## config.mk

```make
export PLATFORM = sky130hd
export DESIGN_NAME = sort_and_report_unique_values
export DESIGN_NICKNAME = d
export VERILOG_FILES = /design/src/rtl/sauv_pkg.sv /design/src/rtl/sauv_store.sv /design/src/rtl/sauv_seq.sv /design/src/rtl/sort_and_report_unique_values.sv
export SDC_FILE = /design/constraint.sdc
export NUM_CORES = 2
export LEC_CHECK = 0
export ABC_AREA = 1
export BUFFER_PORTS_ARGS = -buffer_cell sky130_fd_sc_hd__buf_2
export CAP_MARGIN = 20
export CORE_UTILIZATION = 50
export CTS_BUF_LIST = sky130_fd_sc_hd__clkbuf_4 sky130_fd_sc_hd__clkbuf_8
export CTS_CLUSTER_SIZE = 12
export DETAILED_ROUTE_END_ITERATION = 10
export GPL_ROUTABILITY_DRIVEN = 1
export PLACE_DENSITY_LB_ADDON = 0.08
export SLEW_MARGIN = 20
export SYNTH_ARGS = -nofsm -noshare
export SYNTH_HDL_FRONTEND = slang
export SYNTH_SLANG_ARGS = --single-unit
```

## constraint.sdc

```tcl
create_clock -name clk -period 7.27 [get_ports clk]
set_input_delay 0.727 -clock clk [delete_from_list [all_inputs] [get_ports clk]]
set_output_delay 0.727 -clock clk [all_outputs]
set_load 0.1 [all_outputs]
```

## src/rtl/sauv_pkg.sv

```systemverilog
// ----------------------------------------------------------------------------
// sauv_pkg: shared types and constants for the unique-value sorter
// Result beat layout, controller state codes and default store capacity.
// ----------------------------------------------------------------------------
package sauv_pkg;

    localparam int CAPACITY_DEF = 64;
    localparam int VALUE_W      = 32;

    typedef logic signed [VALUE_W-1:0] value_t;

    // one result beat
    typedef struct packed {
        value_t unique_value;
        logic   end_of_run;
        logic   none_found;
        logic   overflowed;
    } result_t;

    typedef enum logic [5:0] {
        ST_IDLE      = 6'b000001,
        ST_SHIFT     = 6'b000010,
        ST_PLACE     = 6'b000100,
        ST_SCAN_RD   = 6'b001000,
        ST_SCAN_EVAL = 6'b010000,
        ST_FINISH    = 6'b100000
    } state_t;

endpackage

```

## src/rtl/sauv_store.sv

```systemverilog
// ----------------------------------------------------------------------------
// sauv_store: sorted element store
// Single write port, single read port, registered read data.
// ----------------------------------------------------------------------------
module sauv_store #(
    parameter int DEPTH = sauv_pkg::CAPACITY_DEF,
    parameter int AW    = $clog2(DEPTH)
) (
    input  logic              clk,
    input  logic              wr_en,
    input  logic [AW-1:0]     wr_addr,
    input  sauv_pkg::value_t  wr_data,
    input  logic              rd_en,
    input  logic [AW-1:0]     rd_addr,
    output sauv_pkg::value_t  rd_data
);

    sauv_pkg::value_t mem [DEPTH];
    sauv_pkg::value_t rd_data_reg;

    always_ff @(posedge clk)
    begin
        if (wr_en)
        begin
            mem[wr_addr] <= wr_data;
        end
        // hold read data when no read is issued
        if (rd_en)
        begin
            rd_data_reg <= mem[rd_addr];
        end
    end

    assign rd_data = rd_data_reg;

endmodule

```

## src/rtl/sauv_seq.sv

```systemverilog
// ----------------------------------------------------------------------------
// sauv_seq: insertion and scan sequencer
// Inserts each element by shifting larger entries up one slot per cycle,
// then walks the store once and pushes every value seen exactly once.
// ----------------------------------------------------------------------------
module sauv_seq #(
    parameter int CAPACITY = sauv_pkg::CAPACITY_DEF,
    parameter int AW       = $clog2(CAPACITY),
    parameter int CW       = $clog2(CAPACITY + 1)
) (
    input  logic              clk,
    input  logic              rst_n,
    // input beat
    input  logic              item_valid,
    output logic              item_ready,
    input  sauv_pkg::value_t  value,
    input  logic              is_last,
    // result push into the output register
    input  logic              slot_free,
    output logic              push,
    output sauv_pkg::result_t push_data,
    // store ports
    output logic              wr_en,
    output logic [AW-1:0]     wr_addr,
    output sauv_pkg::value_t  wr_data,
    output logic              rd_en,
    output logic [AW-1:0]     rd_addr,
    input  sauv_pkg::value_t  rd_data
);

    sauv_pkg::state_t state_reg, state_next;
    logic [CW-1:0]    count_reg, count_next;
    logic             ovf_reg, ovf_next;
    logic             last_reg, last_next;
    sauv_pkg::value_t val_reg, val_next;
    logic [AW-1:0]    j_reg, j_next;
    logic [CW-1:0]    idx_reg, idx_next;
    sauv_pkg::value_t prev_reg, prev_next;
    logic             have_prev_reg, have_prev_next;
    sauv_pkg::value_t cur_reg, cur_next;
    logic             have_cur_reg, have_cur_next;
    sauv_pkg::value_t pend_reg, pend_next;
    logic             pend_vld_reg, pend_vld_next;

    logic [CW-1:0]    cnt_m1;
    logic [AW-1:0]    jm1;
    logic [AW-1:0]    jm2;
    logic             accept;
    logic             full;
    logic             left_diff;
    logic             uniq_mid;
    logic             uniq_end;

    assign cnt_m1    = count_reg - CW'(1);
    assign jm1       = j_reg - AW'(1);
    assign jm2       = jm1 - AW'(1);
    assign item_ready = (state_reg == sauv_pkg::ST_IDLE);
    assign accept    = item_valid && item_ready;
    assign full      = (count_reg == CW'(CAPACITY));
    assign left_diff = !have_prev_reg || (prev_reg != cur_reg);
    assign uniq_mid  = have_cur_reg && left_diff && (cur_reg != rd_data);
    assign uniq_end  = have_cur_reg && left_diff;

    always_comb
    begin
        state_next     = state_reg;
        count_next     = count_reg;
        ovf_next       = ovf_reg;
        last_next      = last_reg;
        val_next       = val_reg;
        j_next         = j_reg;
        idx_next       = idx_reg;
        prev_next      = prev_reg;
        have_prev_next = have_prev_reg;
        cur_next       = cur_reg;
        have_cur_next  = have_cur_reg;
        pend_next      = pend_reg;
        pend_vld_next  = pend_vld_reg;
        wr_en          = 1'b0;
        wr_addr        = j_reg;
        wr_data        = val_reg;
        rd_en          = 1'b0;
        rd_addr        = jm1;
        push           = 1'b0;
        push_data      = '{unique_value: pend_reg, end_of_run: 1'b0,
                           none_found: 1'b0, overflowed: ovf_reg};

        unique case (state_reg)
            sauv_pkg::ST_IDLE:
            begin
                if (accept)
                begin
                    val_next       = value;
                    last_next      = is_last;
                    idx_next       = '0;
                    have_prev_next = 1'b0;
                    have_cur_next  = 1'b0;
                    pend_vld_next  = 1'b0;
                    if (full)
                    begin
                        // drop the element, judge the set on what is stored
                        ovf_next = 1'b1;
                        if (is_last)
                        begin
                            state_next = sauv_pkg::ST_SCAN_RD;
                        end
                    end
                    else if (count_reg == '0)
                    begin
                        wr_en      = 1'b1;
                        wr_addr    = '0;
                        wr_data    = value;
                        count_next = CW'(1);
                        if (is_last)
                        begin
                            state_next = sauv_pkg::ST_SCAN_RD;
                        end
                    end
                    else
                    begin
                        rd_en      = 1'b1;
                        rd_addr    = cnt_m1[AW-1:0];
                        j_next     = count_reg[AW-1:0];
                        state_next = sauv_pkg::ST_SHIFT;
                    end
                end
            end

            sauv_pkg::ST_SHIFT:
            begin
                // rd_data holds entry j-1
                wr_en = 1'b1;
                if (val_reg < rd_data)
                begin
                    wr_data = rd_data;
                    j_next  = jm1;
                    if (jm1 == '0)
                    begin
                        state_next = sauv_pkg::ST_PLACE;
                    end
                    else
                    begin
                        rd_en   = 1'b1;
                        rd_addr = jm2;
                    end
                end
                else
                begin
                    count_next = count_reg + CW'(1);
                    state_next = last_reg ? sauv_pkg::ST_SCAN_RD : sauv_pkg::ST_IDLE;
                end
            end

            sauv_pkg::ST_PLACE:
            begin
                wr_en      = 1'b1;
                count_next = count_reg + CW'(1);
                state_next = last_reg ? sauv_pkg::ST_SCAN_RD : sauv_pkg::ST_IDLE;
            end

            sauv_pkg::ST_SCAN_RD:
            begin
                if (idx_reg == count_reg)
                begin
                    state_next = sauv_pkg::ST_FINISH;
                end
                else
                begin
                    rd_en      = 1'b1;
                    rd_addr    = idx_reg[AW-1:0];
                    idx_next   = idx_reg + CW'(1);
                    state_next = sauv_pkg::ST_SCAN_EVAL;
                end
            end

            sauv_pkg::ST_SCAN_EVAL:
            begin
                // hold here while an older candidate cannot leave
                if (!(uniq_mid && pend_vld_reg && !slot_free))
                begin
                    push = uniq_mid && pend_vld_reg;
                    if (uniq_mid)
                    begin
                        pend_next     = cur_reg;
                        pend_vld_next = 1'b1;
                    end
                    if (have_cur_reg)
                    begin
                        prev_next      = cur_reg;
                        have_prev_next = 1'b1;
                    end
                    cur_next      = rd_data;
                    have_cur_next = 1'b1;
                    state_next    = sauv_pkg::ST_SCAN_RD;
                end
            end

            sauv_pkg::ST_FINISH:
            begin
                if (uniq_end)
                begin
                    // last stored element is unique: retire the older candidate first
                    if (!pend_vld_reg || slot_free)
                    begin
                        push          = pend_vld_reg;
                        pend_next     = cur_reg;
                        pend_vld_next = 1'b1;
                        have_cur_next = 1'b0;
                    end
                end
                else if (slot_free)
                begin
                    push = 1'b1;
                    push_data.end_of_run = 1'b1;
                    if (!pend_vld_reg)
                    begin
                        push_data.unique_value = '0;
                        push_data.none_found   = 1'b1;
                    end
                    count_next = '0;
                    ovf_next   = 1'b0;
                    state_next = sauv_pkg::ST_IDLE;
                end
            end

            default:
            begin
                state_next = sauv_pkg::ST_IDLE;
            end
        endcase
    end

    always_ff @(posedge clk or negedge rst_n)
    begin
        if (!rst_n)
        begin
            state_reg     <= sauv_pkg::ST_IDLE;
            count_reg     <= '0;
            ovf_reg       <= 1'b0;
            last_reg      <= 1'b0;
            have_prev_reg <= 1'b0;
            have_cur_reg  <= 1'b0;
            pend_vld_reg  <= 1'b0;
        end
        else
        begin
            state_reg     <= state_next;
            count_reg     <= count_next;
            ovf_reg       <= ovf_next;
            last_reg      <= last_next;
            have_prev_reg <= have_prev_next;
            have_cur_reg  <= have_cur_next;
            pend_vld_reg  <= pend_vld_next;
        end
    end

    always_ff @(posedge clk)
    begin
        val_reg  <= val_next;
        j_reg    <= j_next;
        idx_reg  <= idx_next;
        prev_reg <= prev_next;
        cur_reg  <= cur_next;
        pend_reg <= pend_next;
    end

endmodule

```

## src/rtl/sort_and_report_unique_values.sv

```systemverilog
// ----------------------------------------------------------------------------
// sort_and_report_unique_values: report the values that occur once in a set
// Usage:
//   Input channel (item_valid/item_ready) carries one element per beat:
//   value and is_last.  The beat with is_last set is an element too and
//   closes the set.  Elements beyond CAPACITY are dropped and every result
//   of that set carries overflowed.
//   Output channel (result_valid/result_ready) delivers, in ascending
//   order, each value that occurs exactly once; end_of_run marks the last
//   beat of the set.  If no value is unique, one beat with none_found and
//   end_of_run set and unique_value zero is sent.
//   Throughput: an element taken into an empty store is written at once.
//   One that lands in slot p of a store holding n entries holds item_ready
//   low while the n - p larger entries shift up (shift loop, one store
//   entry per cycle on the single write port).  The closing scan visits
//   each store entry in a read state and an evaluate state, then ends in
//   the finish state.
//   Stall: a held result stops the scan; the next set is taken once the
//   final beat of the current set sits in the output register.
//   Reset: clears the element count, overflow flag and output valid flag;
//   store contents are left as they are and are never read before written.
// ----------------------------------------------------------------------------
module sort_and_report_unique_values #(
    parameter int CAPACITY = sauv_pkg::CAPACITY_DEF
) (
    input  logic                    clk,
    input  logic                    rst_n,
    input  logic                    item_valid,
    output logic                    item_ready,
    input  logic signed [31:0]      value,
    input  logic                    is_last,
    output logic                    result_valid,
    input  logic                    result_ready,
    output logic signed [31:0]      unique_value,
    output logic                    end_of_run,
    output logic                    none_found,
    output logic                    overflowed
);

    localparam int AW = $clog2(CAPACITY);
    localparam int CW = $clog2(CAPACITY + 1);

    logic              wr_en;
    logic [AW-1:0]     wr_addr;
    sauv_pkg::value_t  wr_data;
    logic              rd_en;
    logic [AW-1:0]     rd_addr;
    sauv_pkg::value_t  rd_data;
    logic              push;
    sauv_pkg::result_t push_data;
    logic              slot_free;

    // output register
    logic              out_vld_reg;
    sauv_pkg::result_t out_reg;

    sauv_store #(
        .DEPTH (CAPACITY),
        .AW    (AW)
    ) u_store (
        .clk     (clk),
        .wr_en   (wr_en),
        .wr_addr (wr_addr),
        .wr_data (wr_data),
        .rd_en   (rd_en),
        .rd_addr (rd_addr),
        .rd_data (rd_data)
    );

    sauv_seq #(
        .CAPACITY (CAPACITY),
        .AW       (AW),
        .CW       (CW)
    ) u_seq (
        .clk        (clk),
        .rst_n      (rst_n),
        .item_valid (item_valid),
        .item_ready (item_ready),
        .value      (value),
        .is_last    (is_last),
        .slot_free  (slot_free),
        .push       (push),
        .push_data  (push_data),
        .wr_en      (wr_en),
        .wr_addr    (wr_addr),
        .wr_data    (wr_data),
        .rd_en      (rd_en),
        .rd_addr    (rd_addr),
        .rd_data    (rd_data)
    );

    // slot opens when empty or when the current beat leaves this cycle
    assign slot_free = !out_vld_reg || result_ready;

    always_ff @(posedge clk or negedge rst_n)
    begin
        if (!rst_n)
        begin
            out_vld_reg <= 1'b0;
        end
        else if (push)
        begin
            out_vld_reg <= 1'b1;
        end
        else if (result_ready)
        begin
            out_vld_reg <= 1'b0;
        end
    end

    // load payload only on a push; hold it while stalled
    always_ff @(posedge clk)
    begin
        if (push)
        begin
            out_reg <= push_data;
        end
    end

    assign result_valid = out_vld_reg;
    assign unique_value = out_reg.unique_value;
    assign end_of_run   = out_reg.end_of_run;
    assign none_found   = out_reg.none_found;
    assign overflowed   = out_reg.overflowed;

endmodule
```

==> summary.md <==
| Metric | Value |
|---|---|
| Setup crit start kind | `register` |
| Effective utilization at floorplan | `0.503` |
| EDFF count, synth | `roughly 2300` |
| DRT Wirelength | `about 310 mm` |
| R2R depth | `25` |
| DRC viols | `0` |
| Clk slew on worst S/H paths | `~0.070 ns` |
| Die area | `198000 sq um` |
| Syn_area_per_cell | `between 10 and 15 sq um` |
| Final hold violation count | `0` |
| Initial drt markers | `about 9200` |
| Yosys warns | `0` |
| Ys flop type | `edfxtp_1` |
| CTS buffer count | `394` |
| DR vias | `69652` |
| Resize count post-CTS | `0` |
| Clk_skew | `roughly 0.09 ns` |
| Distinct cells, synth | `57` |
| Area post-placement | `a little over 100000 sq um` |
| Yosys top cell by area | `edfxtp_1` |
| HP Class | `in -> async` |
| H-Tree Depth | `5` |
| Area contributors post-synth | `edfxtp_1 (69%), nand2_1 (11%), nand3_1 (11%)` |
| CTS tree | `built` |
| Final Cell Area | `109000 sq um` |
| # rows | `~160` |
| Vias per cell | `between 5 and 6` |
| NumNets Final | `roughly 9000` |
| FMAX | `175 MHz` |
| Seq/Total Area, Yosys | `0.696` |
| Setup crit start | `u_store.rd_data[2]` |
| Final worst path period share | `0.787` |
| Met1 Use GR | `0.465` |
| Most common cell after layout, fill and taps aside | `nand2_1` |
| Die Span Y | `around 440 um` |
| Clock latency on the worst-skew pair | `between 1 and 1.5 ns` |
| RD Place Congestion | `a little under 0.9` |
| Status | `finished, final reports clean` |
| Layout area overhead | `11.3%` |
| Ys async rst share | `0.00835` |
| Met2 Use GR | `0.458` |
| Worst setup EP type | `register` |
| Critical Path RT | `~8.1 ns` |
| Crit Path Category | `reg -> reg` |
| Gr busiest metal | `met1` |
| Pins Over Slew Limit | `0` |
| Largest net degree at the start of global routing | `about 180` |
| Die width | `about 440 um` |
| Share of the synthesized area in the top cell type | `0.691` |
| Hold WS | `around 0.13 ns` |
| Iteration count of the initial detailed-routing pass | `5` |
| Area of the core | `around 190000 sq um` |
| DRT antenna net count | `0` |
| Vias in the first global route | `65458` |
| IO Pins | `74` |
| Slew headroom | `0.197` |
| Reg with most FFs | `u_store.mem` |
| Reg2reg end | `u_store.rd_data[28]` |
| #FFs+latches synth | `2275` |
| Flop2flop setup slack | `roughly 1.5 ns` |
| CTS root buffer | `clkbuf_8` |
| Fraction of final layout cells with drive strength greater than 1 | `0.107` |
| Met3 GRT Util | `0.0644` |
| Global-route wire length before repair | `454 mm` |
| RSZ-0062 raised after global routing | `no` |
| Wire per inst | `26.4 um` |
| Most frequent cells in the layout | `nand2_1 (2851), edfxtp_1 (2256), nand3_1 (2108), clkbuf_8 (407), inv_1 (372)` |
| Post CTS Setup Buffer Count | `0` |
| Worst r2r src | `u_store.rd_data[2]` |
| Worst Path Arrival | `approximately 6.5 ns` |
| CP Max Fanout | `between 70 and 80` |
| Max FFs per register | `between 2000 and 2500` |
| Tmin final | `5.72 ns` |
| PortBufs | `73` |
| Initial antenna violation count | `13` |
| Max Cap Violations | `0` |
| Worst slew pin tran | `~1.2 ns` |
| Netlist Area Pre-Place | `just under 100000 sq um` |
| DP HPWL | `between 150 and 200 mm` |
| Cells after Synth | `between 8000 and 9000` |
| GRT Overall Usage | `0.312` |
| Setup TNS | `0 ns` |
| Hold buffer count at cts | `35` |
| Deepest clock path buffer count | `4` |
| Number of fill cells | `16586` |
| Endpoints failing setup | `0` |
| Critical path endpoint | `u_store.rd_data[28]` |
| CTS sink cnt | `2275` |
| Net Count, Synth | `approximately 9000` |
| GR Overflow Total | `0` |
## metrics by stage
| stage | setup WS [ns] | std cells | utilization |
|---|---|---|---|
| 2_1_floorplan | 3.01 | 8808 | - |
| 3_3_place_gp | 1.66 | 11119 | 0.520 |
| 4_1_cts | 1.72 | 11841 | 0.560 |
| 3_5_place_dp | 1.76 | 11123 | 0.520 |
| 5_1_grt | 1.34 | 11844 | 0.560 |
| 6_report | 1.55 | 11850 | 0.560 |
## critical path, stage by stage (launching register included)
cell,delay [ns]
edfxtp_1,0.64
inv_1,0.16
ha_1,0.32
nand2_1,0.06
inv_1,0.05
nand2_1,0.05
nand2_1,0.09
nand2_1,0.07
nand2_1,0.05
nand2_1,0.06
nand2_1,0.07
nand2_1,0.13
nand2_1,0.11
nand2_1,0.16
nand2_1,0.16
inv_1,0.14
o21ai_0,0.11
nand3_1,0.12
nand3_4,0.47
inv_8,0.73
buf_4,0.34
nand3_1,0.13
nand3_1,0.15
nand3_1,0.21
nand3_1,0.54
nand2_1,0.13
## synth_stat cells (36+ instances only)
library cell,instances
nand2_1,2852
edfxtp_1,2256
nand3_1,2112
inv_1,374
clkbuf_1,219
buf_2,206
nor2_1,153
nand3b_1,97
buf_1,78
o21ai_0,44
buf_4,38
ha_1,36
## worst min-delay path by stage
stage	cells after the start	startpoint	slack, ns	to
after CTS	2	rst_n	0.05	u_seq.state_reg[4]
after global routing	2	rst_n	0.12	u_seq.state_reg[4]
after detailed placement	0	u_seq.ovf_reg	0.44	overflowed
final	2	rst_n	0.13	u_seq.state_reg[2]
after global placement	0	u_seq.ovf_reg	0.44	overflowed
after floorplan	0	u_seq.ovf_reg	0.42	overflowed
## per-layer routing
metal | routed length (um) | part of all wire | up-vias
li1 | - | - | 30959
met4 | 8350 | 0.027 | 6
met5 | 36 | 0.00012 | -
met2 | 137000 | 0.44 | 3802
met3 | 33300 | 0.11 | 486
met1 | 133000 | 0.43 | 34399
## cell type report
type,count,area (sq um),share of cell area
sequential,2275,68200,0.625
inverter,386,1470,0.0135
clock buffer,528,6510,0.0597
multi-input combinational,5570,26000,0.238
timing repair buffer,305,2830,0.0260
clock inverter,155,777,0.00712
tap,2624,3280,0.0301
antenna,7,17.5,0.000161
## kinds of logic (layout without fill, tap and decap cells)
family | after synthesis | count (layout) | share of synthesized area
buffers and inverters | 963 | 1374 | 0.0446
other | 0 | 7 | 0
and+or+nand+nor | 5316 | 5316 | 0.239
adders and majority gates | 36 | 36 | 0.00460
AOI/OAI and AO/OA | 163 | 163 | 0.0108
xor gates and xnor gates | 55 | 55 | 0.00526
DFF | 2275 | 2275 | 0.696
Power is left out: the tool's default activity adds up to more than one toggle a clock period on the data nets, which glitch-free logic cannot reach.
